<file path="src/design/spmv_pkg.sv">
package spmv_pkg;

   localparam int VECTOR_DEPTH = 1024;
   localparam int MAX_ROWS     = 65536;
   localparam int FRAC_BITS    = 16;
   localparam int QUEUE_DEPTH  = 4;

   localparam int ADDR_W = $clog2(VECTOR_DEPTH);
   localparam int ROW_W  = $clog2(MAX_ROWS);
   localparam int QPTR_W = $clog2(QUEUE_DEPTH);
   localparam int ACC_W  = 64;

   typedef enum logic [1:0] {
      OP_LOAD    = 2'd0,
      OP_NONZERO = 2'd1,
      OP_ROW_END = 2'd2
   } opcode_type;

   typedef struct packed {
      logic [1:0]         opcode;
      logic [9:0]         index;
      logic signed [31:0] value;
   } req_type;

   typedef struct packed {
      logic [15:0]        row_number;
      logic signed [31:0] row_sum;
      logic               saturated;
   } rsp_type;

   typedef struct packed {
      opcode_type         op;
      logic signed [31:0] value;
      logic signed [31:0] element;
   } cmd_type;

endpackage

</file>
<file path="src/design/spmv_back.sv">
module spmv_back (
   input  logic              clock,
   input  logic              reset,
   input  logic              pop_valid,
   output logic              pop_ready,
   input  spmv_pkg::cmd_type pop_data,
   output logic              rsp_valid,
   input  logic              rsp_ready,
   output spmv_pkg::rsp_type rsp_data
);
   import spmv_pkg::*;

   localparam logic signed [ACC_W-1:0] ACC_MAX = {1'b0, {(ACC_W-1){1'b1}}};
   localparam logic signed [ACC_W-1:0] ACC_MIN = {1'b1, {(ACC_W-1){1'b0}}};

   logic                    en;

   logic                    mul_valid_ff;
   opcode_type              mul_op_ff;
   logic signed [ACC_W-1:0] prod_ff;
   logic signed [ACC_W-1:0] prod_in;

   logic signed [ACC_W-1:0] acc_ff, acc_in;
   logic                    clip_ff, clip_in;
   logic [ROW_W-1:0]        row_ff, row_in;

   logic                    rsp_valid_ff, rsp_valid_in;
   rsp_type                 rsp_data_ff;

   logic signed [ACC_W-1:0] sum;
   logic                    add_ovf;
   logic signed [ACC_W-1:0] sat_sum;
   logic signed [ACC_W-1:0] shifted;
   logic                    too_big;
   logic                    too_small;
   logic signed [31:0]      row_sum;
   logic                    is_row_end;

   assign en        = !rsp_valid_ff || rsp_ready;
   assign pop_ready = en;
   assign prod_in   = pop_data.value * pop_data.element;

   assign sum     = acc_ff + prod_ff;
   assign add_ovf = (acc_ff[ACC_W-1] == prod_ff[ACC_W-1]) && (sum[ACC_W-1] != acc_ff[ACC_W-1]);
   assign sat_sum = add_ovf ? (acc_ff[ACC_W-1] ? ACC_MIN : ACC_MAX) : sum;

   assign shifted   = acc_ff >>> FRAC_BITS;
   assign too_big   = !shifted[ACC_W-1] && (|shifted[ACC_W-2:31]);
   assign too_small = shifted[ACC_W-1] && !(&shifted[ACC_W-2:31]);
   assign row_sum   = too_big   ? 32'sh7FFF_FFFF :
                      too_small ? 32'sh8000_0000 : shifted[31:0];

   assign is_row_end = mul_valid_ff && (mul_op_ff == OP_ROW_END);

   always_comb begin
      acc_in  = acc_ff;
      clip_in = clip_ff;
      row_in  = row_ff;
      if (en && mul_valid_ff) begin
         unique case (mul_op_ff)
            OP_LOAD: begin
               acc_in  = '0;
               clip_in = 1'b0;
               row_in  = '0;
            end
            OP_NONZERO: begin
               acc_in  = sat_sum;
               clip_in = clip_ff || add_ovf;
            end
            OP_ROW_END: begin
               acc_in  = '0;
               clip_in = 1'b0;
               row_in  = (row_ff == ROW_W'(MAX_ROWS-1)) ? '0 : row_ff + 1'b1;
            end
            default: begin
               acc_in = acc_ff;
            end
         endcase
      end
      rsp_valid_in = en ? is_row_end : rsp_valid_ff;
   end

   always_ff @(posedge clock) begin
      if (reset) begin
         mul_valid_ff <= 1'b0;
         acc_ff       <= '0;
         clip_ff      <= 1'b0;
         row_ff       <= '0;
         rsp_valid_ff <= 1'b0;
      end else begin
         if (en) begin
            mul_valid_ff <= pop_valid;
         end
         acc_ff       <= acc_in;
         clip_ff      <= clip_in;
         row_ff       <= row_in;
         rsp_valid_ff <= rsp_valid_in;
      end
   end

   always_ff @(posedge clock) begin
      if (en) begin
         mul_op_ff <= pop_data.op;
         prod_ff   <= prod_in;
      end
      if (en && is_row_end) begin
         rsp_data_ff.row_number <= 16'(row_ff);
         rsp_data_ff.row_sum    <= row_sum;
         rsp_data_ff.saturated  <= clip_ff || too_big || too_small;
      end
   end

   assign rsp_valid = rsp_valid_ff;
   assign rsp_data  = rsp_data_ff;

endmodule

</file>
<file path="config.mk">
export PLATFORM = sky130hd
export DESIGN_NAME = spmv_back
export DESIGN_NICKNAME = d
export VERILOG_FILES = /design/src/design/spmv_pkg.sv /design/src/design/spmv_back.sv
export SDC_FILE = /design/constraint.sdc
export NUM_CORES = 2
export LEC_CHECK = 0
export ABC_AREA = 1
export ABC_CLOCK_PERIOD_IN_PS = 22200
export BUFFER_PORTS_ARGS = -buffer_cell sky130_fd_sc_hd__buf_2
export CAP_MARGIN = 0
export CORE_MARGIN = 2
export CORE_UTILIZATION = 58
export CTS_CLUSTER_DIAMETER = 100
export DETAILED_ROUTE_END_ITERATION = 10
export GPL_TIMING_DRIVEN = 0
export PLACE_DENSITY = 0.84
export SLEW_MARGIN = 30
export SYNTH_ARGS = -nofsm -noshare
export SYNTH_HDL_FRONTEND = slang
export SYNTH_SLANG_ARGS = --single-unit
</file>
<file path="constraint.sdc">
create_clock -name clock -period 22.2 [get_ports clock]
set_input_delay 2.22 -clock clock [delete_from_list [all_inputs] [get_ports clock]]
set_output_delay 2.22 -clock clock [all_outputs]
set_load 0.005 [all_outputs]
</file>
==> flow_metrics.py <==
metrics = {
    "worst_hold_path": {
        "min_from": "row_ff[5]$_SDFFE_PP0P_",
        "hold_path_class": "flop to flop",
    },
    "critical_path": {
        "critPathMaxFanout": 10,
        "required_ps": 22430,
        "cp_slowest_cell": "fa_1",
        "cp-end-kind": "flop",
        "path_class": "primary input to flop",
        "critPathArrivalTime_ps": 10740,
        "critPathMaxStageDelay_ps": 1090,
        "cpMostUsedCell": "fa_1",
        "start_kind": "primary input",
        "r2r-start": "prod_ff[0]$_DFFE_PN_",
        "crit_start": "pop_data[63]",
        "crit_chain": "buf_2 > clkbuf_1 > nand2_1 > fa_1 > fa_1 > fa_1 > inv_1 > fa_1 > fa_1 > fa_1 > inv_1 > fa_1 > fa_1 > inv_1 > ha_1 > nand2_1 > nor2_1 > inv_1 > nor4_1 > a21oi_1 > nand2_1 > xor2_1",
    },
    "global_routing": {
        "grt_pass1_vias": 46100,
        "grt_max_degree": 54,
        "met1_usage": 0.563,
        "overflow": 0,
        "grt_pass1_wl_mm": 293,
        "grtUsageMet2": 0.691,
        "grt_use_met3": 0.138,
        "antenna_found_initial": 11,
        "gr-max-usage-layer": "met2",
        "track_usage": 0.451,
    },
    "layout": {
        "stdcell_area_um2": 54300,
        "regArea_um2": 5110,
        "nets": 8233,
        "final_cell_mix": "1959 x nand2_1, 1911 x inv_1, 1081 x fa_1, 272 x nor2_1, 248 x ha_1",
        "nFillCells": 8231,
        "final_common_cell": "nand2_1",
        "drive_gt1_frac": 0.0618,
        "final_util": 0.617,
        "area.growth.synth_to_final_pct": 5.76,
        "multi_input_area_um2": 38100,
    },
    "routing": {
        "drc_errors": 0,
        "num_vias": 44500,
        "postRouteAntennaNets": 0,
        "drt_pass1_iterations": 6,
        "viasPerCell": 5.56,
        "totalWireLength_mm": 199,
        "drt_iter0_drc": 4643,
        "post_drt_wl_per_cell_um": 24.8,
    },
    "timing": {
        "period_share": 0.474,
        "hold_violations": 0,
        "post-route-min-period_ps": 10510,
        "setup_viol": 0,
        "finalMaxSlewViolations": 0,
        "hold_slack_ps": 477,
        "fin_setup_tns_ps": 0,
        "clock.fmax_ghz": 0.0951,
        "finClkSkew_ps": 18.8,
        "rsz0062_at_grt": "no",
        "tightest_slew_ps": 1210,
        "relSlewSlack": 0.193,
    },
    "die": {
        "initial_core_util": 0.583,
        "num_io_pins": 121,
        "coreArea_um2": 88100,
        "die-area_um2": 91000,
        "die_w_um": 302,
        "num_rows": 109,
        "die_h_um": 302,
    },
    "cts": {
        "clk_pin_slew_ps": 90,
        "numCtsBuffers": 17,
        "post_cts_buffers": 0,
        "cts_hold_buffers": 0,
        "cts_tree": "built",
        "cts.sinks": 198,
        "post_cts_resized": 0,
        "cts_max_level": 4,
        "cts-root-buf": "clkbuf_16",
        "clkLatencyLatePin_ps": 470,
        "clock_path_buffers": 2,
    },
    "synth": {
        "synth_cell_type_count": 49,
        "ys.flop_type": "edfxtp_1",
        "syn-cell-area_um2": 51400,
        "synth-seq-cells": 198,
        "synth_enable_flop_cells": 115,
        "seq_area_frac_synth": 0.0995,
        "syn_avg_cell_area_um2": 7.69,
        "yosysWarningCount": 0,
        "synthCells": 6684,
        "syn-num-nets": 8085,
        "async_reset_ff_frac": 0,
    },
    "flow_run": {
        "cap_violations": 0,
    },
    "place": {
        "gp_congestion": 1.08,
        "placed_area_um2": 53700,
        "dp_hpwl_mm": 169,
        "portBuffers": 119,
    },
    "outcome": {
        "outcome": "finished clean",
    },
}
registers in the layout (all words and copies together) (netlist names):
signal        flops
acc_ff           64
clip_ff           1
mul_op_ff         2
mul_valid_ff      1
prod_ff          64
row_ff           16
rsp_data         49
rsp_valid         1
per-layer routing:
layer,up-vias,wire length [um]
li1,19400,-
met1,21800,72700
met2,2655,86100
met3,684,24500
met4,14,15300
met5,-,320
path summary, 6_finish.rpt:
check	end	slack, ps	cells after the start
worst max-delay path	prod_ff[61]$_DFFE_PN_	11690	22
worst min-delay path	rsp_data[38]$_DFFE_PP_	480	0
worst max register to register	acc_ff[56]$_SDFFE_PP0P_	19180	14
worst min register to register	rsp_data[38]$_DFFE_PP_	480	0
cells in the mapped netlist (15+ instances only):
cell type,instances,area share
xnor2_1,50,0.0085
nand2_2,74,0.0090
nand4_1,37,0.0045
ha_1,248,0.060
o21ai_0,92,0.0090
a21oi_2,63,0.011
inv_1,1912,0.14
nor2_1,272,0.020
a21oi_1,147,0.014
nor4_1,18,0.0022
nand3_1,106,0.010
or2_2,15,0.0018
nor3_1,19,0.0019
o21bai_1,23,0.0034
clkbuf_1,214,0.016
xor2_1,45,0.0077
nand2_1,1959,0.14
dfxtp_1,83,0.032
edfxtp_1,115,0.067
fa_1,1083,0.42
critical path, delay by kind of cell:
family / cells / cell delay (ps)
compound gates: 1 / 150
xor+xnor: 1 / 90
fa+ha+maj: 9 / 5460
buf+inv: 6 / 1340
simple gates: 5 / 1460
cell type report:
class	count	area share
Multi-Input combinational cell	4331	0.700
Tap cell	1165	0.0268
Antenna cell	6	0.000276
Timing Repair Buffer	129	0.0138
Buffer	230	0.0196
Sequential cell	198	0.0941
Inverter	1925	0.133
Clock inverter	15	0.00387
Clock buffer	17	0.00783
kinds of logic (layout without fill, tap and decap cells):
| family | count (synthesis) | in the layout | synth area share |
|---|---|---|---|
| AOI/OAI and AO/OA | 372 | 372 | 0.0443 |
| xor gates and xnor gates | 95 | 95 | 0.0162 |
| adders and majority gates | 1331 | 1331 | 0.482 |
| buffers and inverters | 2155 | 2316 | 0.160 |
| DFF | 198 | 198 | 0.0995 |
| other | 0 | 6 | 0 |
| and+or+nand+nor | 2533 | 2533 | 0.198 |
stage by stage:
stage	setup WS (ps)	instances
floorplan	12940	6684
global placement	10950	7968
detailed placement	10900	7977
CTS	11380	8009
global route	11360	8010
finish	11690	8016
Power is left out: the tool's default activity adds up to more than one toggle a clock period on the data nets, which glitch-free logic cannot reach.
