File: config.mk
export PLATFORM = sky130hd
export DESIGN_NAME = spmv_queue
export DESIGN_NICKNAME = d
export VERILOG_FILES = /design/src/design/spmv_pkg.sv /design/src/design/spmv_queue.sv
export SDC_FILE = /design/constraint.sdc
export NUM_CORES = 1
export LEC_CHECK = 0
export BUFFER_PORTS_ARGS = -buffer_cell sky130_fd_sc_hd__buf_2
export CAP_MARGIN = 20
export CORE_MARGIN = 2
export CORE_UTILIZATION = 60
export DETAILED_ROUTE_END_ITERATION = 10
export PLACE_DENSITY_LB_ADDON = 0.1
export SLEW_MARGIN = 5
export SYNTH_ARGS = -nofsm -noshare
export SYNTH_HDL_FRONTEND = slang
export SYNTH_SLANG_ARGS = --single-unit
File: constraint.sdc
create_clock -name clock -period 6.5 [get_ports clock]
set_clock_uncertainty 0.1 [all_clocks]
set_input_delay 0.325 -clock clock [delete_from_list [all_inputs] [get_ports clock]]
set_output_delay 0.325 -clock clock [all_outputs]
set_load 0.03 [all_outputs]
File: src/design/spmv_pkg.sv
package spmv_pkg;

   localparam int VECTOR_DEPTH = 1024;
   localparam int MAX_ROWS     = 65536;
   localparam int FRAC_BITS    = 16;
   localparam int QUEUE_DEPTH  = 4;

   localparam int ADDR_W = $clog2(VECTOR_DEPTH);
   localparam int ROW_W  = $clog2(MAX_ROWS);
   localparam int QPTR_W = $clog2(QUEUE_DEPTH);
   localparam int ACC_W  = 64;

   typedef enum logic [1:0] {
      OP_LOAD    = 2'd0,
      OP_NONZERO = 2'd1,
      OP_ROW_END = 2'd2
   } opcode_type;

   typedef struct packed {
      logic [1:0]         opcode;
      logic [9:0]         index;
      logic signed [31:0] value;
   } req_type;

   typedef struct packed {
      logic [15:0]        row_number;
      logic signed [31:0] row_sum;
      logic               saturated;
   } rsp_type;

   typedef struct packed {
      opcode_type         op;
      logic signed [31:0] value;
      logic signed [31:0] element;
   } cmd_type;

endpackage

File: src/design/spmv_queue.sv
module spmv_queue (
   input  logic              clock,
   input  logic              reset,
   input  logic              push_valid,
   output logic              push_ready,
   input  spmv_pkg::cmd_type push_data,
   output logic              pop_valid,
   input  logic              pop_ready,
   output spmv_pkg::cmd_type pop_data
);
   import spmv_pkg::*;

   cmd_type           slots [QUEUE_DEPTH];
   logic [QPTR_W-1:0] wr_ptr_ff, wr_ptr_in;
   logic [QPTR_W-1:0] rd_ptr_ff, rd_ptr_in;
   logic [QPTR_W:0]   count_ff, count_in;
   logic              do_push;
   logic              do_pop;

   assign push_ready = (count_ff != (QPTR_W+1)'(QUEUE_DEPTH));
   assign pop_valid  = (count_ff != '0);
   assign pop_data   = slots[rd_ptr_ff];
   assign do_push    = push_valid && push_ready;
   assign do_pop     = pop_valid && pop_ready;

   always_comb begin
      wr_ptr_in = wr_ptr_ff;
      rd_ptr_in = rd_ptr_ff;
      count_in  = count_ff;
      if (do_push) begin
         wr_ptr_in = (wr_ptr_ff == QPTR_W'(QUEUE_DEPTH-1)) ? '0 : wr_ptr_ff + 1'b1;
      end
      if (do_pop) begin
         rd_ptr_in = (rd_ptr_ff == QPTR_W'(QUEUE_DEPTH-1)) ? '0 : rd_ptr_ff + 1'b1;
      end
      if (do_push && !do_pop) begin
         count_in = count_ff + 1'b1;
      end else if (do_pop && !do_push) begin
         count_in = count_ff - 1'b1;
      end
   end

   always_ff @(posedge clock) begin
      if (reset) begin
         wr_ptr_ff <= '0;
         rd_ptr_ff <= '0;
         count_ff  <= '0;
      end else begin
         wr_ptr_ff <= wr_ptr_in;
         rd_ptr_ff <= rd_ptr_in;
         count_ff  <= count_in;
      end
   end

   always_ff @(posedge clock) begin
      if (do_push) begin
         slots[wr_ptr_ff] <= push_data;
      end
   end

endmodule

==> results.yml, run 1 <==
yosys:
  synthSimpleGateAreaFrac_pct: 1.06
  synth_top_area_share_pct: 79.3
  synth-adder-area-share_pct: 0.951
  synth_cells: 392
  synth_top_family_by_area: "multiplexers"
  synth_nets: 469
  post-synth-top-area-cell: "edfxtp_1"
  yosysSeqAreaShare_pct: 81.1
  ys_types: 26
  syn_avg_cell_area_um2: 25.5
  ys_warn_count: 0
  syn_area_mm2: 0.0100
  synthTopCellsByArea: "edfxtp_1 (79%), mux4_2 (15%), dfxtp_1 (1.8%)"
  ys_seq_elements: 273
  synth_xor_area_share_pct: 0.175
  synth_compound_area_share_pct: 0.350
  synthMuxAreaShare_pct: 15.2
critical_path:
  cp_top_family: "buffers and inverters"
  worstSetupEndpointType: "output pin"
  cp_max_fo: 35
  path_buf_inv: 2
  cpPeakStageDelay_ns: 0.78
  crit_chain: "buf_4, mux4_2, buf_2"
  crit_slowest_cell: "dfxtp_4"
  cp.required_ns: 6.07
  worstSetupPathType: "reg2out"
  cp.arrival_ns: 2.83
  start_kind: "register"
placement:
  pre_cts_ws_ns: 3.69
  gp_congestion: 0.646
  dp_hpwl_mm: 9.34
  dp_cells: 734
  io_buffers: 137
layout:
  finalNetCount: 687
  syn_to_final_growth_pct: 23.8
  finalNonFillerCells: 851
  fin_util_pct: 75.5
  post_route_cells_drive_above_1_share_pct: 39.8
  diodes: 0
  fillCellCount: 941
clock_network:
  clk_pin_slew_ns: 0.06
  insertion_delay_ns: 0.53
  cts.sink_count: 273
  htree_levels: 1
  cts_buffer_depth: 3
  cts_made_buffers: 27
  root_buffer: "clkbuf_16"
  cts_tree: "built"
timing:
  final_hold_viol_count: 0
  worst_slew_pin_slew_ns: 1.05
  layout_min_cycle_time_ns: 3.25
  max_freq_mhz: 307
  fin_ws_ns: 3.25
  rsz0062_at_grt: "false"
  slew_viol_final: 0
  relSlewSlack_pct: 29.8
  period_share_pct: 50.1
  setup_viol: 0
  setup_tns_ns: 0
job:
  drv_cap: 0
global_routing:
  grt_max_degree: 67
  track_usage_pct: 20.4
  grt_pass1_wl_mm: 27.7
  antenna_found_initial: 0
  overflow: 0
  grt_pass1_vias: 5183
route:
  post_drt_wl_per_cell_um: 20.7
  vias: 4714
  drt-vias-per-instance: 5.54
  drt_first_pass_iters: 4
  drtIter0Drc: 290
  ant_nets: 0
  drt_wl_total_mm: 17.6
  drc: 0
floorplan:
  rows: 47
  chipWidth_um: 133
  dieArea_mm2: 0.0177
  start_util_pct: 60.9
  ios: 138
  coreArea_mm2: 0.0164
  fp.dieH_um: 133
power:
  power_density_mw_per_mm2: 389
  worst_ir_drop_vdd_uv: 282
  power_leakage_nw: 4.22
  total_power_w: 0.00481
hold_path:
  hold_class: "in2reg"
status:
  status: "finished, final reports clean"
synthesized netlist by cell type, drive strengths merged:
library cell and n:
a21oi 2, and2 1, and3 4, buf 13, clkbuf 3, dfxtp 9, edfxtp 264, fa 1
ha 6, inv 3, mux2i 3, mux4 66, nand2 1, nand2b 2, nand3 1, nor2 3
nor3 1, o21ai 1, o31ai 2, or3 3, or3b 1, xor2 2
sequential cells by signal (all words and copies together), names as in the netlist, named ones only:
name,cells
count_ff,3
rd_ptr_ff,2
slots,264
wr_ptr_ff,2
logic make-up (layout without fill, tap and decap cells):
logic type	count (synthesis)	in the layout
buffers and inverters	19	258
muxes	69	69
xor gates and xnor gates	2	2
and+or+nand+nor	17	17
adders and majority gates	7	7
AOI/OAI and AO/OA	5	5
DFF	273	273
where the power goes:
| group | internal [W] | total (W) | switching (W) |
|---|---|---|---|
| logic | 0.000434 | 0.00111 | 0.000672 |
| clock network | 0.000842 | 0.00146 | 0.000613 |
| registers | 0.00214 | 0.00225 | 0.000112 |
per-stage QoR:
stage	area (µm²)	hold slack, ns
5_1_grt	12400	0.0262
4_1_cts	12400	0.00847
2_1_floorplan	10000	0.324
3_3_place_gp	10900	0.361
6_report	12400	0.0253
3_5_place_dp	10900	0.397
worst min-delay path, cell delays in order:
cell and delay, ns:
buf_2 0.14, nand3_1 0.09, o31ai_2 0.06
cells in the final DEF, fill, tap and decap left out, drive strengths merged:
| cell type | instances |
|---|---|
| edfxtp | 264 |
| buf | 138 |
| dlygate4sd3 | 67 |
| mux4 | 66 |
| clkbuf | 34 |
| clkinv | 12 |
| dfxtp | 9 |
| ha | 6 |
| and3 | 4 |
| inv | 4 |
| nor2 | 3 |
| mux2i | 3 |
| or3 | 3 |
| xor2 | 2 |
| a21oi | 2 |
| nand2b | 2 |
| bufinv | 2 |
| o31ai | 2 |
| or3b | 1 |
| and2 | 1 |
| nor3 | 1 |
| nand3 | 1 |
| nand2 | 1 |
| o21ai | 1 |
| fa | 1 |
| clkinvlp | 1 |
routing by layer:
metal  GRT usage (%)  share of wire (%)  wire, µm
met5               0                  0         0
met4            4.43                1.8       320
met1            27.5                 41      7220
met3            4.45                5.2       920
met2            35.2                 52      9160
repair_timing:
item                      in CTS  in global routing
hold buffers                  67                  0
hold endpoints to repair     267                  0
gates resized for setup        0                  0
setup buffers                  0                  0
area by class of cell:
| type | count | area, µm² | share of cell area (%) |
|---|---|---|---|
| flip-flops and latches | 273 | 8120 | 65.5 |
| repair buffers | 205 | 1360 | 11.0 |
| multi-input cells | 100 | 1790 | 14.4 |
| clock buffers | 34 | 702 | 5.67 |
| inverters | 3 | 11.3 | 0.0909 |
| clock inverters | 16 | 129 | 1.04 |
| well taps | 220 | 275 | 2.22 |
final timing paths:
check               start  cells after the start  slack, ns           end
min reg2reg  rd_ptr_ff[0]                      2       0.42      register
min            push_valid                      3       0.03  wr_ptr_ff[0]
max reg2reg   count_ff[0]                      7       3.84   count_ff[2]
max              register                      3       3.25  pop_data[29]
Note: power is estimated with default switching activity, not from simulation.
==> run 2, diff against run 1 <==
CORE_UTILIZATION = 51   (was 60)
clock period = 2.85 ns   (was 6.5 ns; I/O delays follow)
==> run 2 against run 1 <==
Compared with the run above: utilization shrank 10 points; register-to-register slack lost 3.5 ns; power grew 130%; non-clock buffer count grew 12; worst hold slack better by 0.26 ns; sequential cell count did not move; sequential power increased by 120%; critical endpoint is now count_ff[2]; highest routed layer unchanged.
==> results.yml, run 2 (synthesis results as in run 1) <==
layout:
  diodes: 0
  regMostFlops: "slots"
  fillCellCount: 1326
  largest_reg_flops: 264
  fin_util_pct: 65.3
  layout_commonest_cell: "edfxtp_1"
  reg.largest.list: "slots (264), count_ff (3)"
  syn_to_final_growth_pct: 26.4
  post_route_cells_drive_above_1_share_pct: 40.6
  layout_common_cells: "edfxtp_1 (264), buf_2 (137), dlygate4sd3_1 (69)"
  finalNetCount: 699
route:
  drc: 0
  ant_nets: 0
  drt-vias-per-instance: 5.25
  drtIter0Drc: 236
  drt_first_pass_iters: 4
  vias: 4747
  drt_wl_total_mm: 17.8
  post_drt_wl_per_cell_um: 19.7
hold_path:
  min_to: "slots[0][60]"
  hold_class: "in2reg"
  hp-start: "push_data[60]"
  worstHoldPathCells: 2
timing:
  rsz0062_at_grt: "false"
  final_hold_viol_count: 0
  worst_slew_pin_slew_ns: 0.574
  relSlewSlack_pct: 61.7
  setup_viol: 0
  setup_tns_ns: 0
  slew_viol_final: 0
  max_freq_mhz: 402
  period_share_pct: 87.2
  layout_min_cycle_time_ns: 2.49
critical_path:
  crit_chain: "o31ai_1, ha_1, inv_1, fa_1, xor2_1, or3_2, a21oi_1"
  start_kind: "register"
  cp.arrival_ns: 2.83
  cp_max_fo: 5
  worstSetupPathType: "reg2reg"
  reg2reg_depth: 7
  worstSetupEndpointType: "register"
  cp.required_ns: 3.20
  reg2reg_slack_ns: 0.36
  r2r-start: "count_ff[0]"
  cpPeakStageDelay_ns: 0.50
  crit_slowest_cell: "o31ai_1"
  crit-reg2reg-capture: "count_ff[2]"
floorplan:
  ios: 138
  fp.dieH_um: 144
  rows: 51
  chipWidth_um: 144
  dieArea_mm2: 0.0207
  start_util_pct: 51.7
  coreArea_mm2: 0.0193
global_routing:
  grt_pass1_wl_mm: 27.2
  grt_pass1_vias: 5116
  overflow: 0
  antenna_found_initial: 0
  track_usage_pct: 17.5
  grt_max_degree: 39
clock_network:
  root_buffer: "clkbuf_16"
  cts_resized: 0
  cts_tree: "built"
  hold_buffers: 69
  cts_made_buffers: 27
  clk_pin_slew_ns: 0.06
  post_cts_buffers: 0
  cts_buffer_depth: 3
  htree_levels: 1
  insertion_delay_ns: 0.51
  cts.sink_count: 273
power:
  worst_ir_drop_vdd_uv: 526
  power_density_mw_per_mm2: 866
  power_leakage_nw: 4.29
  total_power_w: 0.0109
status:
  status: "finished, final reports clean"
job:
  drv_cap: 0
placement:
  gp_congestion: 0.689
  dp_hpwl_mm: 10.4
  io_buffers: 137
[run 2: layout make-up]
type                            count  area, µm²  area share, %
Clock inverter                     15        100          0.792
Sequential cell                   273       8120           64.2
Tap cell                          265        332           2.62
Timing Repair Buffer              217       1600           12.6
Multi-Input combinational cell    100       1790           14.1
Inverter                            3       11.3         0.0891
Clock buffer                       32        694           5.50
[run 2: worst max path at each step]
stage | startpoint | to | slack (ns) | cells after the start
floorplan | count_ff[0] | count_ff[2] | 0.56 | 7
global placement | count_ff[0] | count_ff[2] | 0.47 | 7
detailed placement | count_ff[0] | count_ff[2] | 0.35 | 7
CTS | count_ff[0] | count_ff[2] | 0.35 | 7
global route | count_ff[0] | count_ff[2] | 0.21 | 7
finish | count_ff[0] | count_ff[2] | 0.36 | 7
[run 2: power by group]
part	total [W]	internal, W	switching (W)	leakage [nW]
combinational	0.00272	0.00109	0.00163	1.41
clock	0.00317	0.00182	0.00136	0.382
sequential	0.00504	0.00487	0.000180	2.49
total	0.0109	0.00777	0.00317	4.29
[run 2: critical path: cells and delay by family (launching register included)]
family                     cells  cell delay (ns)
AOI/OAI and AO/OA              2             0.64
and+or+nand+nor                1             0.42
xor gates and xnor gates       1             0.17
adders and majority gates      2             0.66
DFF                            1             0.36
buffers and inverters          1             0.06
[run 2: metal layers]
| layer | track usage, % | vias to the layer above | part of all wire, % |
|---|---|---|---|
| met1 | 22.9 | 2454 | 42 |
| met2 | 30.3 | 123 | 51 |
| met3 | 3.18 | 29 | 5.1 |
| li1 | - | 2141 | - |
| met4 | 5.37 | 0 | 2.2 |
| met5 | 0 | - | 0 |
[run 2: stage by stage]
| stage | setup WS (ns) | instances | area (µm²) | hold slack [ns] |
|---|---|---|---|---|
| 2_1_floorplan | 0.561 | 392 | 10000 | 0.141 |
| 3_3_place_gp | 0.465 | 789 | 11100 | 0.250 |
| 3_5_place_dp | 0.354 | 789 | 11100 | 0.258 |
| 6_report | 0.364 | 905 | 12600 | 0.284 |
| 4_1_cts | 0.349 | 905 | 12600 | 0.254 |
| 5_1_grt | 0.213 | 905 | 12600 | 0.276 |
==> run 3, diff against run 2 <==
CORE_MARGIN = 3   (was 2)
==> run 3 against run 2 <==
Compared with the run above: via count up 0.86%; sequential power about the same; critical path depth unchanged; global-route usage down 0.27 points; utilization up 0.82 points; register-to-register slack worse by 0.02 ns; die area up 2.8%; largest cell class unchanged.
==> results.yml, run 3 (synthesis results as in run 1) <==
critical_path:
  start_kind: "register"
  worstSetupEndpointType: "register"
  worstSetupPathType: "reg2reg"
  cp.arrival_ns: 2.84
  cp.required_ns: 3.19
  cp_max_fo: 5
route:
  post_drt_wl_per_cell_um: 20.1
  drc: 0
  drt_wl_total_mm: 18.1
  vias: 4788
  drtIter0Drc: 200
  ant_nets: 0
  met3WireLength_mm: 1.05
  drt_first_pass_iters: 4
  top_layer_used: "met4"
  drt-vias-per-instance: 5.33
  wl_met1_mm: 7.71
  wl_met2_mm: 9.06
clock_network:
  cts_resized: 0
  post_cts_buffers: 0
  cts_made_buffers: 27
  hold_buffers: 69
  cts_buffer_depth: 3
  clk_pin_slew_ns: 0.06
  cts_tree: "built"
  htree_levels: 1
  root_buffer: "clkbuf_16"
  insertion_delay_ns: 0.50
  cts.sink_count: 273
power:
  power_density_mw_per_mm2: 862
  worst_ir_drop_vdd_uv: 586
  power_leakage_nw: 4.26
timing:
  period_share_pct: 87.9
  slew_viol_final: 0
  setup_viol: 0
  max_freq_mhz: 399
  worst_slew_pin_slew_ns: 0.541
  relSlewSlack_pct: 63.9
  setup_tns_ns: 0
  final_hold_viol_count: 0
  rsz0062_at_grt: "false"
  layout_min_cycle_time_ns: 2.51
  fin_ws_ns: 0.344
layout:
  reg.largest.list: "slots (264), count_ff (3)"
  regMostFlops: "slots"
  finalNetCount: 699
  layout_common_cells: "edfxtp_1 (264), buf_2 (137), dlygate4sd3_1 (69)"
  largest_reg_flops: 264
  fillCellCount: 1281
  post_route_cells_drive_above_1_share_pct: 39.9
  finalNonFillerCells: 899
  seqCellArea_mm2: 0.00812
  syn_to_final_growth_pct: 25.4
  layout_commonest_cell: "edfxtp_1"
  multiInputGateArea_mm2: 0.00179
  diodes: 0
global_routing:
  overflow: 0
  track_usage_pct: 17.2
  grt_pass1_vias: 5145
  grt_pass1_wl_mm: 28.7
  grt_max_degree: 47
  antenna_found_initial: 0
floorplan:
  chipWidth_um: 146
  fp.dieH_um: 146
  coreArea_mm2: 0.0190
  dieArea_mm2: 0.0213
  start_util_pct: 52.8
  ios: 138
  rows: 50
placement:
  dp_hpwl_mm: 10.7
  io_buffers: 137
  dp_cells: 784
  gp_congestion: 0.710
  pre_cts_ws_ns: 0.345
status:
  status: "finished, final reports clean"
job:
  drv_cap: 0
hold_path:
  hold_class: "in2reg"
==> run 3: changes by cell type in the layout (fill, tap and decap cells not counted), moves of 2 or more <==
cell,previous run,this run
buf_12,11,7
clkbuf_1,5,8
clkinvlp_4,3,1
buf_4,0,4
clkinv_2,5,2
==> run 3: per-stage QoR <==
step	util, %	hold WS [ns]	instance area (µm²)	power, W
finish	66.2	0.280	12500	0.0108
global route	66.2	0.268	12500	0.0113
detailed placement	58.5	0.258	11100	0.00782
global placement	58.5	0.251	11100	0.00777
CTS	66.2	0.260	12500	0.0110
floorplan	-	0.141	10000	0.00701
==> run 3: where the power goes <==
part	switching (W)	internal (W)	leakage [nW]	total, W
Clock	0.00133	0.00173	0.366	0.00306
Combinational	0.00164	0.00107	1.40	0.00271
Sequential	0.000179	0.00487	2.49	0.00504
==> run 3: final timing paths <==
path	end	slack, ns	depth (start not counted)	startpoint
setup / recovery	count_ff[2]	0.34	7	count_ff[0]
hold / removal	slots[3][1]	0.28	2	push_data[1]
setup reg to reg	count_ff[2]	0.34	7	count_ff[0]
hold reg to reg	register	0.39	2	rd_ptr_ff[0]
==> run 3: layout make-up <==
type                       instances  share of cell area [%]
sequential                       273                    64.7
multi-input combinational        100                    14.2
timing repair buffer             217                    12.3
clock buffer                      35                    5.63
inverter                           3                  0.0898
clock inverter                    11                   0.419
tap                              260                    2.59
==> run 3: critical path, cell delays in order, from the launching register on <==
cell,delay (ns)
dfxtp_1,0.36
o31ai_1,0.50
ha_1,0.30
inv_1,0.07
fa_1,0.37
xor2_1,0.18
or3_2,0.41
a21oi_1,0.15
==> run 3: per-layer routing <==
layer | vias up | global-route usage, %
met1 | 2485 | 23.8
met4 | 0 | 3.95
met3 | 27 | 3.69
met5 | - | 0
li1 | 2140 | -
met2 | 136 | 28.9
